File: src/rtl/iso8583_field_parser_macros.svh
// Assertion macros shared by the field parser RTL.
// Needs clk and arst_n in the scope of each use.
`ifndef ISO8583_FIELD_PARSER_MACROS_SVH
`define ISO8583_FIELD_PARSER_MACROS_SVH

// Same-cycle implication, checked outside reset
`define ISO8583_ASSERT_IMP(lbl, ante, cons, msg) \
	lbl: assert property (@(posedge clk) disable iff (!arst_n) (ante) |-> (cons)) \
		else $error(msg);

// Next-cycle implication, checked outside reset
`define ISO8583_ASSERT_NXT(lbl, ante, cons, msg) \
	lbl: assert property (@(posedge clk) disable iff (!arst_n) (ante) |=> (cons)) \
		else $error(msg);

`endif

File: src/rtl/iso8583_pkg.sv
// Shared types, codes and the field table of the ISO 8583 field parser.
// No dependencies.
`default_nettype none

package iso8583_pkg;

	localparam int         MAX_FIELDS_DEF = 128;
	localparam logic [9:0] MAX_VAR_LEN    = 10'd999;

	// Field formats
	localparam logic [2:0] FK_N       = 3'd0;
	localparam logic [2:0] FK_N_LL    = 3'd1;
	localparam logic [2:0] FK_N_LLL   = 3'd2;
	localparam logic [2:0] FK_ANS     = 3'd3;
	localparam logic [2:0] FK_ANS_LLL = 3'd4;
	localparam logic [2:0] FK_B       = 3'd5;

	// Result kinds
	localparam logic [1:0] KIND_TYPE  = 2'd0;
	localparam logic [1:0] KIND_DATA  = 2'd1;
	localparam logic [1:0] KIND_ERROR = 2'd2;

	typedef struct packed {
		logic       defined;
		logic [2:0] kind;
		logic [9:0] len;
	} fdef_t;

	typedef struct packed {
		logic [1:0]  kind;
		logic [13:0] type_value;
		logic [7:0]  field_number;
		logic [7:0]  char_high;
		logic [7:0]  char_low;
		logic [1:0]  char_count;
		logic        field_end;
		logic        message_end;
	} result_t;

	typedef struct packed {
		logic [7:0] field_number;
		logic       rest_empty;
	} pick_t;

	// Fixed data element table: format and length (digits, bytes or bits)
	function automatic fdef_t field_lookup(input logic [7:0] f);
		fdef_t d;
		begin
			case (f)
				8'd1:    d = '{1'b1, FK_B,       10'd64};
				8'd2:    d = '{1'b1, FK_N_LL,    10'd19};
				8'd3:    d = '{1'b1, FK_N,       10'd6};
				8'd4:    d = '{1'b1, FK_N,       10'd12};
				8'd7:    d = '{1'b1, FK_N,       10'd10};
				8'd11:   d = '{1'b1, FK_N,       10'd6};
				8'd22:   d = '{1'b1, FK_N,       10'd3};
				8'd41:   d = '{1'b1, FK_ANS,     10'd8};
				8'd60:   d = '{1'b1, FK_ANS_LLL, 10'd999};
				8'd70:   d = '{1'b1, FK_N,       10'd3};
				default: d = '{1'b0, FK_N,       10'd0};
			endcase
			return d;
		end
	endfunction

endpackage

`default_nettype wire

File: src/rtl/iso8583_pick.sv
// Next-field picker: priority encoder over the pending field bitmap.
// Depends on iso8583_pkg.
`default_nettype none

module iso8583_pick #(
	parameter int MAX_FIELDS = iso8583_pkg::MAX_FIELDS_DEF
) (
	input  wire logic [MAX_FIELDS-1:0] bitmap,
	output logic [MAX_FIELDS-1:0]      rest,
	output iso8583_pkg::pick_t         pick
);
	import iso8583_pkg::*;

	logic [MAX_FIELDS-1:0] lowest;
	logic [7:0]            first_num;

	// Find the lowest pending field, numbered from one
	always_comb begin
		first_num = '0;
		for (int i = MAX_FIELDS - 1; i >= 0; i--) begin
			if (bitmap[i]) begin
				first_num = 8'(i + 1);
			end
		end
	end

	// Drop the picked field and tell whether any remain
	assign lowest = bitmap & (~bitmap + {{(MAX_FIELDS-1){1'b0}}, 1'b1});
	assign rest   = bitmap & ~lowest;
	assign pick   = '{field_number: first_num, rest_empty: (rest == '0)};

endmodule

`default_nettype wire

File: src/rtl/iso8583_outbuf.sv
// Result register with one skid entry between the parser and the output stream.
// Depends on iso8583_pkg and the assertion macro header.
`default_nettype none
`include "iso8583_field_parser_macros.svh"

module iso8583_outbuf (
	input  wire logic                 clk,
	input  wire logic                 arst_n,
	input  wire logic                 push,
	input  wire iso8583_pkg::result_t push_data,
	output logic                      room,
	output logic                      out_valid,
	input  wire logic                 out_ready,
	output iso8583_pkg::result_t      out_data
);
	import iso8583_pkg::*;

	logic    main_valid_q;
	logic    skid_valid_q;
	result_t main_q;
	result_t skid_q;
	logic    pop;

	assign pop       = main_valid_q && out_ready;
	assign room      = !skid_valid_q;
	assign out_valid = main_valid_q;
	assign out_data  = main_q;

	// Control: main entry first, skid only while main stalls
	always_ff @(posedge clk or negedge arst_n) begin
		if (!arst_n) begin
			main_valid_q <= 1'b0;
			skid_valid_q <= 1'b0;
		end else if (pop) begin
			main_valid_q <= skid_valid_q || push;
			skid_valid_q <= 1'b0;
		end else if (main_valid_q) begin
			if (push) begin
				skid_valid_q <= 1'b1;
			end
		end else begin
			main_valid_q <= push;
		end
	end

	// Payload: move skid forward on a drain, else load the new beat
	always_ff @(posedge clk) begin
		if (pop && skid_valid_q) begin
			main_q <= skid_q;
		end else if (push && (pop || !main_valid_q)) begin
			main_q <= push_data;
		end
		if (push && main_valid_q && !pop) begin
			skid_q <= push_data;
		end
	end

	`ISO8583_ASSERT_IMP(a_skid_needs_main, skid_valid_q, main_valid_q, "skid full, main empty")
	`ISO8583_ASSERT_IMP(a_push_has_room, push, !skid_valid_q, "push with no room")
	`ISO8583_ASSERT_NXT(a_skid_moves_up, pop && skid_valid_q, main_valid_q && !skid_valid_q,
		"skid beat lost on drain")

endmodule

`default_nettype wire

File: src/rtl/iso8583_field_parser.sv
// Top level of the ISO 8583 field parser: input register, parse logic, result buffer.
// Depends on iso8583_pkg, iso8583_pick, iso8583_outbuf and the macro header.
//
//  channel | dir | tdata                | tuser          | tlast
//  s_      | in  | msg_byte             | first_byte     | -
//  m_      | out | type_value .. f_end  | kind           | message_end
//
// One byte per cycle while the output does not stall: a byte is held in the input register,
// the parse logic (field pick, table, length digits) works on it combinationally, and
// its result, if any, is registered in the result buffer.
// Reset clears the parser to idle and empties both registers; no clearing pass.
// While the output stalls one extra result fits in the skid entry; after that
// s_tready drops until the output drains.
`default_nettype none
`include "iso8583_field_parser_macros.svh"

module iso8583_field_parser #(
	parameter int MAX_FIELDS = iso8583_pkg::MAX_FIELDS_DEF
) (
	input  wire logic        clk,
	input  wire logic        arst_n,
	input  wire logic        s_tvalid,
	output logic             s_tready,
	input  wire logic [7:0]  s_tdata,   // [7:0] msg_byte
	input  wire logic [0:0]  s_tuser,   // [0] first_byte
	output logic             m_tvalid,
	input  wire logic        m_tready,
	// [13:0] type_value, [21:14] field_number, [29:22] char_high,
	// [37:30] char_low, [39:38] char_count, [40] field_end, [47:41] zero
	output logic [47:0]      m_tdata,
	output logic [1:0]       m_tuser,   // [1:0] kind
	output logic             m_tlast    // message_end
);
	import iso8583_pkg::*;

	localparam logic [2:0] PH_IDLE   = 3'd0;
	localparam logic [2:0] PH_TYPE   = 3'd1;
	localparam logic [2:0] PH_BITMAP = 3'd2;
	localparam logic [2:0] PH_SELECT = 3'd3;
	localparam logic [2:0] PH_LENGTH = 3'd4;
	localparam logic [2:0] PH_DATA   = 3'd5;
	localparam logic [2:0] PH_DONE   = 3'd6;

	// Input register
	logic       valid_s1;
	logic [7:0] byte_s1;
	logic       first_s1;

	// Parser state
	logic [2:0]            phase_q;
	logic [4:0]            hc_q;
	logic [13:0]           ta_q;
	logic [MAX_FIELDS-1:0] bm_q;
	logic [7:0]            cf_q;
	logic [2:0]            fk_q;
	logic [9:0]            bl_q;
	logic [9:0]            la_q;
	logic [1:0]            lds_q;

	logic [2:0]            phase_d;
	logic [4:0]            hc_d;
	logic [13:0]           ta_d;
	logic [MAX_FIELDS-1:0] bm_d;
	logic [7:0]            cf_d;
	logic [2:0]            fk_d;
	logic [9:0]            bl_d;
	logic [9:0]            la_d;
	logic [1:0]            lds_d;

	logic                  room;
	logic                  adv;
	logic                  res_v;
	result_t               res;
	result_t               out_res;
	logic [MAX_FIELDS-1:0] rest;
	pick_t                 pick;

	function automatic logic [13:0] type_digit(input logic [13:0] acc, input logic [3:0] nib);
		return (acc << 3) + (acc << 1) + {10'd0, nib};
	endfunction

	function automatic logic [9:0] sat_digit(input logic [9:0] acc, input logic [3:0] nib);
		logic [13:0] v;
		begin
			v = ({4'd0, acc} << 3) + ({4'd0, acc} << 1) + {10'd0, nib};
			return (v > 14'd1023) ? 10'd1023 : v[9:0];
		end
	endfunction

	// Input handshake: take a beat whenever the result side has room
	assign adv      = valid_s1 && room;
	assign s_tready = !valid_s1 || room;

	always_ff @(posedge clk or negedge arst_n) begin
		if (!arst_n) begin
			valid_s1 <= 1'b0;
		end else if (s_tready) begin
			valid_s1 <= s_tvalid;
		end
	end

	always_ff @(posedge clk) begin
		if (s_tvalid && s_tready) begin
			byte_s1  <= s_tdata;
			first_s1 <= s_tuser[0];
		end
	end

	iso8583_pick #(
		.MAX_FIELDS(MAX_FIELDS)
	) u_pick (
		.bitmap(bm_q),
		.rest  (rest),
		.pick  (pick)
	);

	// Parse one byte
	always_comb begin
		logic [2:0]            ph_e;
		logic [4:0]            hc_n;
		logic [13:0]           ta1;
		logic [MAX_FIELDS-1:0] bm_set;
		logic [7:0]            cur_field;
		fdef_t                 cur_def;
		logic [2:0]            cur_kind;
		logic [9:0]            cur_bl;
		logic [9:0]            cur_la;
		logic [1:0]            cur_lds;
		logic                  cur_empty;
		logic                  run_len;
		logic                  run_data;
		logic                  numeric;
		logic [9:0]            limit;
		logic [9:0]            la1;
		logic [9:0]            la2;
		logic [1:0]            lds_n;
		logic [1:0]            need;
		logic [9:0]            bl_v;
		logic [9:0]            bl_n;
		logic [7:0]            ch;
		logic [7:0]            cl;
		logic [1:0]            cnt;

		ph_e    = first_s1 ? PH_TYPE : phase_q;
		phase_d = ph_e;
		hc_d    = first_s1 ? 5'd0 : hc_q;
		ta_d    = first_s1 ? 14'd0 : ta_q;
		bm_d    = first_s1 ? '0 : bm_q;
		cf_d    = cf_q;
		fk_d    = fk_q;
		bl_d    = bl_q;
		la_d    = la_q;
		lds_d   = lds_q;
		res_v   = 1'b0;
		res     = '0;

		hc_n = 5'd0;
		ta1  = 14'd0;
		bm_set = bm_q;

		// Field context: fresh from the table on a select, else held
		cur_field = (ph_e == PH_SELECT) ? pick.field_number : cf_q;
		cur_def   = field_lookup(cur_field);
		cur_kind  = fk_q;
		cur_bl    = bl_q;
		cur_la    = la_q;
		cur_lds   = lds_q;
		cur_empty = (bm_q == '0);
		run_len   = 1'b0;
		run_data  = 1'b0;

		case (ph_e)
			PH_TYPE: begin
				ta1  = type_digit(hc_d == 5'd0 && first_s1 ? 14'd0 : ta_d, byte_s1[7:4]);
				ta_d = type_digit(ta1, byte_s1[3:0]);
				hc_n = hc_d + 5'd1;
				hc_d = hc_n;
				if (hc_n >= 5'd2) begin
					res_v          = 1'b1;
					res.kind       = KIND_TYPE;
					res.type_value = ta_d;
					hc_d           = 5'd0;
					phase_d        = PH_BITMAP;
				end
			end
			PH_BITMAP: begin
				for (int k = 0; k < MAX_FIELDS; k++) begin
					if (hc_q[3:0] == 4'(k >> 3) && byte_s1[7 - (k & 7)]) begin
						bm_set[k] = 1'b1;
					end
				end
				hc_n = hc_q + 5'd1;
				hc_d = hc_n;
				bm_d = bm_set;
				if (!((hc_n == 5'd8 && bm_set[0]) || hc_n < 5'd8 ||
						(hc_n > 5'd8 && hc_n < 5'd16))) begin
					bm_d[0] = 1'b0;
					phase_d = (bm_d == '0) ? PH_DONE : PH_SELECT;
				end
			end
			PH_SELECT: begin
				cf_d      = pick.field_number;
				bm_d      = rest;
				cur_empty = pick.rest_empty;
				if (!cur_def.defined) begin
					res_v            = 1'b1;
					res.kind         = KIND_ERROR;
					res.field_number = cur_field;
					res.field_end    = 1'b1;
					res.message_end  = 1'b1;
					phase_d          = PH_DONE;
				end else begin
					cur_kind = cur_def.kind;
					fk_d     = cur_def.kind;
					cur_la   = 10'd0;
					cur_lds  = 2'd0;
					la_d     = 10'd0;
					lds_d    = 2'd0;
					if (cur_def.kind == FK_N_LL || cur_def.kind == FK_N_LLL ||
							cur_def.kind == FK_ANS_LLL) begin
						run_len = 1'b1;
					end else begin
						run_data = 1'b1;
						case (cur_def.kind)
							FK_N:    cur_bl = 10'(({1'b0, cur_def.len} + 11'd1) >> 1);
							FK_B:    cur_bl = cur_def.len >> 3;
							default: cur_bl = cur_def.len;
						endcase
					end
				end
			end
			PH_LENGTH: run_len  = 1'b1;
			PH_DATA:   run_data = 1'b1;
			default: begin
			end
		endcase

		// Length digits: accumulate, then check and size the field
		la1   = sat_digit(cur_la, byte_s1[7:4]);
		la2   = sat_digit(la1, byte_s1[3:0]);
		lds_n = cur_lds + 2'd1;
		need  = (cur_kind == FK_N_LL) ? 2'd1 : 2'd2;
		limit = (cur_def.len < MAX_VAR_LEN) ? cur_def.len : MAX_VAR_LEN;
		bl_v  = (cur_kind == FK_ANS_LLL) ? la2 : 10'(({1'b0, la2} + 11'd1) >> 1);

		// Data byte: two ASCII digits for numeric formats, else raw
		numeric = (cur_kind == FK_N) || (cur_kind == FK_N_LL) || (cur_kind == FK_N_LLL);
		ch      = numeric ? (8'h30 + {4'd0, byte_s1[7:4]}) : byte_s1;
		cl      = numeric ? (8'h30 + {4'd0, byte_s1[3:0]}) : 8'd0;
		cnt     = numeric ? 2'd2 : 2'd1;
		bl_n    = cur_bl - 10'd1;

		if (run_len) begin
			la_d    = la2;
			lds_d   = lds_n;
			phase_d = PH_LENGTH;
			if (lds_n >= need) begin
				if (la2 > limit) begin
					res_v            = 1'b1;
					res.kind         = KIND_ERROR;
					res.field_number = cur_field;
					res.field_end    = 1'b1;
					res.message_end  = 1'b1;
					phase_d          = PH_DONE;
				end else begin
					bl_d = bl_v;
					if (bl_v == 10'd0) begin
						res_v            = 1'b1;
						res.kind         = KIND_DATA;
						res.field_number = cur_field;
						res.field_end    = 1'b1;
						res.message_end  = cur_empty;
						phase_d          = cur_empty ? PH_DONE : PH_SELECT;
					end else begin
						phase_d = PH_DATA;
					end
				end
			end
		end

		if (run_data) begin
			bl_d             = bl_n;
			res_v            = 1'b1;
			res.kind         = KIND_DATA;
			res.field_number = cur_field;
			res.char_high    = ch;
			res.char_low     = cl;
			res.char_count   = cnt;
			phase_d          = PH_DATA;
			if (bl_n == 10'd0) begin
				res.field_end   = 1'b1;
				res.message_end = cur_empty;
				phase_d         = cur_empty ? PH_DONE : PH_SELECT;
			end
		end
	end

	// Commit state on every taken beat
	always_ff @(posedge clk or negedge arst_n) begin
		if (!arst_n) begin
			phase_q <= PH_IDLE;
			hc_q    <= '0;
			ta_q    <= '0;
			bm_q    <= '0;
			cf_q    <= '0;
			fk_q    <= '0;
			bl_q    <= '0;
			la_q    <= '0;
			lds_q   <= '0;
		end else if (adv) begin
			phase_q <= phase_d;
			hc_q    <= hc_d;
			ta_q    <= ta_d;
			bm_q    <= bm_d;
			cf_q    <= cf_d;
			fk_q    <= fk_d;
			bl_q    <= bl_d;
			la_q    <= la_d;
			lds_q   <= lds_d;
		end
	end

	iso8583_outbuf u_outbuf (
		.clk      (clk),
		.arst_n   (arst_n),
		.push     (adv && res_v),
		.push_data(res),
		.room     (room),
		.out_valid(m_tvalid),
		.out_ready(m_tready),
		.out_data (out_res)
	);

	// Pack the result beat
	assign m_tdata = {7'd0, out_res.field_end, out_res.char_count, out_res.char_low,
		out_res.char_high, out_res.field_number, out_res.type_value};
	assign m_tuser = out_res.kind;
	assign m_tlast = out_res.message_end;

	`ISO8583_ASSERT_IMP(a_error_ends_all, m_tvalid && m_tuser == KIND_ERROR,
		m_tdata[40] && m_tlast, "error beat without end flags")
	`ISO8583_ASSERT_IMP(a_data_has_bytes, phase_q == PH_DATA, bl_q != 10'd0,
		"data phase with nothing left")
	`ISO8583_ASSERT_IMP(a_length_is_var, phase_q == PH_LENGTH,
		fk_q == FK_N_LL || fk_q == FK_N_LLL || fk_q == FK_ANS_LLL,
		"length phase on a fixed field")

endmodule

`default_nettype wire
File: config.mk
export PLATFORM = sky130hd
export DESIGN_NAME = iso8583_field_parser
export DESIGN_NICKNAME = d
export VERILOG_FILES = /design/src/rtl/iso8583_pkg.sv /design/src/rtl/iso8583_pick.sv /design/src/rtl/iso8583_outbuf.sv /design/src/rtl/iso8583_field_parser.sv
export VERILOG_INCLUDE_DIRS = /design/src /design/src/rtl
export SDC_FILE = /design/constraint.sdc
export NUM_CORES = 1
export LEC_CHECK = 0
export BUFFER_PORTS_ARGS = -buffer_cell sky130_fd_sc_hd__clkbuf_2
export CAP_MARGIN = 20
export CORE_MARGIN = 1
export CORE_UTILIZATION = 35
export DETAILED_ROUTE_END_ITERATION = 16
export SETUP_SLACK_MARGIN = 0.2
export SLEW_MARGIN = 20
export SYNTH_ARGS = -nofsm -noshare
export SYNTH_HDL_FRONTEND = slang
export SYNTH_HIERARCHICAL = 1
export SYNTH_SLANG_ARGS = --single-unit
File: constraint.sdc
create_clock -name clk -period 24.1 [get_ports clk]
set_input_delay 3.615 -clock clk [delete_from_list [all_inputs] [get_ports clk]]
set_output_delay 3.615 -clock clk [all_outputs]
set_load 0.02 [all_outputs]
==> flow_metrics.tcl, run 1 <==
set metrics [dict create \
    path_class "register to register" \
    die_h_um 253 \
    dp_slack_ns 9.99 \
    die_area_um2 64000 \
    hold_viol 0 \
    final_nets 2840 \
    drt-met1-wl_um 38400 \
    async_reset_ff_frac 0.655 \
    via_per_inst 6.17 \
    antenna_found_initial 2 \
    cp_slowest_cell "o22ai_1" \
    clock_latency_ns 0.57 \
    final_cell_mix "nor2_1, a21oi_1, nand2_1, dfrtp_1, o21ai_0" \
    status "finished clean" \
    final_core_util 0.391 \
    grt_first_pass_wirelength_um 131000 \
    synth_top_area_cell "dfrtp_1" \
    wl_per_cell_um 24.1 \
    fp.dieW_um 253 \
    fin_ws_ns 10.08 \
    grt_max_degree 150 \
    slew_violations 0 \
    synth_warnings 6 \
    tightest_slew_ns 1.05 \
    slew_headroom 0.292 \
    rsz0062_at_grt "no" \
    route.met2.wl_um 37600 \
    fmax_mhz 71.3 \
    clockRootBuffer "clkbuf_16" \
    synth_area_leaders "dfrtp_1, edfxtp_1, nor2_1, a21oi_1, ha_1" \
    leakage_uw 0.0104 \
    vias 22126 \
    rows 91 \
    hold_buffers 0 \
    syn_inst 2733 \
    wl_met3_um 7330 \
    critPathMaxStageDelay_ns 0.77 \
    period_share 0.582 \
    finalClockSkew_ns 0.0315 \
    cp_max_fo 44 \
    fp.coreArea_um2 61900 \
    initial_core_util 0.356 \
    areaGrowthSynthToFinish_pct 9.83 \
    final_cells 3584 \
    powerDensity_nw_per_um2 42.6 \
    synth-edff-count 97 \
    end_kind "register" \
    dp_cells 3518 \
    dpl_cell_area_um2 23100 \
    stdcell_area_um2 24200 \
    overflow 0 \
    routabilityCongestion 1.01 \
    top_layer "met5" \
    ys_seq_area_frac 0.341 \
    drc 0 \
    clockBufferDepth 3 \
    drive_above_1_share 0.0958 \
    numCtsBuffers 37 \
    port_buffers 58 \
    max-cap-violations 0 \
    ys.flop_type "dfrtp_1" \
    ant_nets 0 \
    cts_max_level 2 \
    setup_viol 0 \
    synth_top_area_share 0.209 \
    wl_um 86500 \
    ir_drop_mv 0.0433 \
    cp.arrival_ns 14.20 \
    worstPathRequired_ns 24.28 \
    clk_pin_slew_ns 0.06 \
    dp_hpwl_um 61800 \
    grt_usage 0.266 \
    layout_commonest_cell "nor2_1" \
    hold_path.class "register to register" \
    initialDrtViolationCount 2772 \
    grt_pass1_vias 20578 \
    ys_seq_elements 281 \
    cp_common_cell "o21ai_0" \
    cts_resized 0 \
    cts.sinks 281 \
    cts_setup_buffers 0 \
    cts_tree "yes" \
    netlist_area_um2 22100 \
    dr.pass1.iters 6 \
    syn_area_per_cell_um2 8.07 \
    cp-start-kind "register" \
    ys_types 109 \
    fin_crit_ns 14.02 \
    tns_ns 0 \
    io_pins 66 \
]
-- worst max-delay path: cells and delay by family, from the launching register on --
kind                     cells  cell delay (ns)
AO/OA/AOI/OAI               17             3.85
adder cells (fa/ha/maj)      5             2.31
buffers and inverters        5             1.07
flip-flops                   1             0.55
multiplexers                 1             0.35
AND/OR/NAND/NOR             17             5.41
-- kinds of logic after synthesis --
kind of cell,count (synthesis),share of synthesized area
buf+inv,252,0.0485
mux,63,0.0322
flops,281,0.341
simple gates,1165,0.260
other cells,2,0.000340
xor+xnor,40,0.0159
compound gates,822,0.239
fa+ha+maj,108,0.0639
-- synthesized netlist by cell type (19+ instances only) --
cell type    n
o21a_1      45
nor3_1      53
nand3_1     47
xnor2_1     27
or4_1       35
dfrtp_1    184
o31ai_1     19
a21oi_1    344
o31a_1      26
o21ai_0    141
nor2b_1     31
and2_1      48
nand4_1     48
edfxtp_1    97
nor2_1     488
or3_1       27
mux2_2      52
nand2_1    191
nor4_1      83
ha_1        99
inv_1       94
a31oi_1     20
clkbuf_1   121
-- final cells by class --
class / count / area [um2]
fill: 6381 / 37700
multi-input combinational: 2210 / 13600
sequential: 281 / 7520
tap: 837 / 1050
clock buffer: 48 / 977
timing repair buffer: 96 / 617
inverter: 94 / 353
clock inverter: 17 / 139
antenna: 1 / 2.50
-- registers in the layout, indices dropped and copies added (netlist names), 8 cells and up --
name and count:
u_outbuf/out_data 44, bm_q 128, byte_s1 8, cf_q 8, bl_q 10, la_q 10, ta_q 12, u_outbuf/skid_q 44
-- power by group --
| group | internal, uW | switching (uW) | total (uW) |
|---|---|---|---|
| Combinational | 1.64 | 8.46 | 10.1 |
| Clock | 298 | 231 | 529 |
| Sequential | 492 | 0 | 492 |
-- per-stage QoR --
stage | hold slack [ns] | total power [uW]
2_1_floorplan | 0.442 | 504
3_3_place_gp | 0.459 | 511
3_5_place_dp | 0.463 | 512
4_1_cts | 0.476 | 1040
5_1_grt | 0.505 | 1060
6_report | 0.468 | 1030
-- per-layer routing --
layer	vias to the layer above	track usage
met2	1051	0.403
met4	2	0.0933
li1	10044	-
met1	10857	0.381
met3	172	0.0409
met5	-	0
-- worst paths after layout --
check | from | end | slack [ns] | depth (start not counted)
min in group asynchronous | arst_n | bl_q[4]$_DFFE_PN0P_ | 3.05 | 1
hold / removal | la_q[1]$_DFFE_PN0P_ | la_q[1]$_DFFE_PN0P_ | 0.47 | 2
hold reg to reg | la_q[1]$_DFFE_PN0P_ | la_q[1]$_DFFE_PN0P_ | 0.47 | 2
setup / recovery | bm_q[54]$_DFFE_PN0P_ | u_outbuf/out_data[13]$_DFFE_PP_ | 10.08 | 45
setup reg to reg | bm_q[54]$_DFFE_PN0P_ | u_outbuf/out_data[13]$_DFFE_PP_ | 10.08 | 45
max in group asynchronous | arst_n | bm_q[105]$_DFFE_PN0P_ | 19.08 | 4
No activity file was read; power rests on OpenSTA's default activity.
==> run 2, diff against run 1 <==
ABC_AREA = 1   (was not set)
clock period = 14.1 ns   (was 24.1 ns; I/O delays follow)
==> flow_metrics.tcl, run 2 <==
set metrics [dict create \
    whs_path_depth 2 \
    grt_usage 0.236 \
    final_cells 4278 \
    numCtsBuffers 36 \
    syn_inst 3242 \
    ir_drop_mv 0.267 \
    fp.coreArea_um2 63000 \
    grt_first_pass_wirelength_um 119000 \
    max-cap-violations 0 \
    cp-start-kind "register" \
    holdCritStartpoint "lds_q[1]$_DFFE_PN0P_" \
    period_share 1.02 \
    slew_violations 0 \
    initialDrtViolationCount 2535 \
    ys_seq_elements 281 \
    synth_top_area_cell "dfrtp_1" \
    finalPower_uw 7390 \
    clk_pin_slew_ns 0.06 \
    grt_pass1_vias 21055 \
    yosysMostFrequentCell "nand2_1" \
    worst-r2r-cell-count 190 \
    clockBufferDepth 3 \
    worst-r2r-setup-slack_ns -0.31 \
    slew_headroom 0.265 \
    finalClockSkew_ns 0.0233 \
    vias 22979 \
    hold_buffers 0 \
    drive_above_1_share 0.136 \
    cp_max_fo 12 \
    min_to "lds_q[1]$_DFFE_PN0P_" \
    initial_core_util 0.353 \
    final_cell_mix "nand2_1, inv_1, nor2_1, a21oi_1, o21ai_0" \
    hold_path.class "register to register" \
    leakage_uw 0.0127 \
    violations "setup timing" \
    cts_max_level 2 \
    io_pins 66 \
    final_nets 3524 \
    routabilityCongestion 0.990 \
    synth_area_leaders "dfrtp_1, edfxtp_1, nand2_1, inv_1, a21oi_1" \
    fmax_mhz 69.4 \
    dp_cells 4146 \
    end_kind "register" \
    powerDensity_nw_per_um2 282 \
    ant_nets 0 \
    synth_common_cells "nand2_1, inv_1, nor2_1" \
    die_h_um 254 \
    wl_per_cell_um 18.1 \
    dp_slack_ns -0.0911 \
    rows 92 \
    via_per_inst 5.37 \
    clockRootBuffer "clkbuf_16" \
    status "finished with violations" \
    dp_hpwl_um 54900 \
    regMostFlops "bm_q" \
    synth_warnings 6 \
    ys_types 59 \
    cp.arrival_ns 14.70 \
    ys_seq_area_frac 0.338 \
    layout_commonest_cell "nand2_1" \
    tightest_slew_ns 1.10 \
    dr.pass1.iters 6 \
    tns_ns -16.78 \
    drc 0 \
    antenna_found_initial 0 \
    setup_viol 90 \
    clock_latency_ns 0.59 \
    grt_max_degree 105 \
    cp_slowest_cell "dfrtp_1" \
    r2r_start "bm_q[125]$_DFFE_PN0P_" \
    cts_tree "yes" \
    cts.sinks 281 \
    hold_viol 0 \
    path_class "register to register" \
    synth-edff-count 97 \
    rr_endpoint "u_outbuf/out_data[40]$_DFFE_PP_" \
    fin_ws_ns -0.315 \
    largest_reg_flops 128 \
    netlist_area_um2 22200 \
    async_reset_ff_frac 0.655 \
    fin_crit_ns 14.41 \
    port_buffers 58 \
    fillCellCount 6547 \
    overflow 0 \
    synth_top_area_share 0.207 \
    fp.dieW_um 254 \
    syn_area_per_cell_um2 6.86 \
    ys.flop_type "dfrtp_1" \
    critPathMaxStageDelay_ns 0.39 \
    die_area_um2 64500 \
    cp_common_cell "nand2_1" \
    worstPathRequired_ns 14.39 \
    rsz0062_at_grt "yes" \
    wl_um 77300 \
    areaGrowthSynthToFinish_pct 18.0 \
]
-- run 2: cell count changes after synthesis, moves of 36 or more --
| cell | change |
|---|---|
| a21oi_1 | -78 |
| a22oi_1 | +118 |
| and2_1 | -47 |
| clkbuf_1 | -53 |
| inv_1 | +485 |
| inv_2 | +47 |
| mux2_2 | -52 |
| nand2_1 | +479 |
| nand4_1 | +85 |
| nor2_1 | -169 |
| o21a_1 | -36 |
| o21ai_0 | +50 |
-- run 2: worst max-delay path by stage --
stage               slack (ns)                  start  cells after the start                              end
finish                   -0.31  bm_q[125]$_DFFE_PN0P_                    190  u_outbuf/out_data[40]$_DFFE_PP_
detailed placement       -0.09  bm_q[126]$_DFFE_PN0P_                    187  u_outbuf/out_data[40]$_DFFE_PP_
global route             -2.10  bm_q[125]$_DFFE_PN0P_                    192  u_outbuf/out_data[41]$_DFFE_PP_
global placement         -0.03  bm_q[126]$_DFFE_PN0P_                    186  u_outbuf/out_data[34]$_DFFE_PP_
floorplan                 0.27  bm_q[125]$_DFFE_PN0P_                    186     u_outbuf/skid_q[0]$_DFFE_PP_
CTS                       0.10  bm_q[125]$_DFFE_PN0P_                    191  u_outbuf/out_data[41]$_DFFE_PP_
-- run 2: cell families (layout without fill, tap and decap cells) --
group,count (synthesis),count (layout),synth area share
buffers and inverters,750,929,0.131
other,2,13,0.000338
DFF,281,281,0.338
adders and majority gates,107,107,0.0629
AOI/OAI and AO/OA,702,702,0.183
and+or+nand+nor,1367,1367,0.271
xor gates and xnor gates,33,33,0.0130
-- run 2: cell type report --
class                           instances  area [um2]  share of cell area
Clock inverter                         17         196             0.00749
Sequential cell                       281        7520               0.287
Antenna cell                            1        2.50           0.0000954
Clock buffer                           48        1010              0.0384
Tap cell                              846        1060              0.0404
Inverter                              633        2380              0.0909
Multi-Input combinational cell       2221       12300               0.469
Timing Repair Buffer                  231        1750              0.0667
-- run 2: timing repair --
item / in CTS / in global routing
gates resized for setup: 48 / 72
cloned: 3 / 0
setup buffers: 48 / 15
setup endpoints to repair: 107 / 162
pin swaps: 31 / 46
-- run 2: worst max-delay path: cells and delay by family (launching register included) --
family                 cells  cell delay, ns
flip-flops                 1            0.39
AO/OA/AOI/OAI              2            0.31
buffers and inverters     43            5.23
AND/OR/NAND/NOR          145            8.12
-- run 2: routing by layer --
metal / vias to the layer above / wire length (um) / GRT usage / share of wire
met4: 0 / 2680 / 0.0824 / 0.035
met5: - / 0 / 0 / 0
li1: 11086 / - / - / -
met3: 164 / 6220 / 0.0364 / 0.080
met1: 10830 / 33700 / 0.326 / 0.44
met2: 899 / 34700 / 0.372 / 0.45
-- run 2: metrics by stage --
step / hold WS (ns) / util / instance area (um2)
after floorplan: 0.449 / - / 22300
after global placement: 0.464 / 0.380 / 24000
after detailed placement: 0.474 / 0.380 / 24000
after CTS: 0.489 / 0.410 / 25800
after global routing: 0.506 / 0.416 / 26200
final: 0.484 / 0.417 / 26200
-- run 2: report_power, final --
part / leakage [uW] / switching [uW] / internal [uW]
registers: 0.00315 / 306 / 1230
logic: 0.00892 / 3080 / 1800
clock network: 0.000592 / 401 / 561
total: 0.0127 / 3790 / 3600
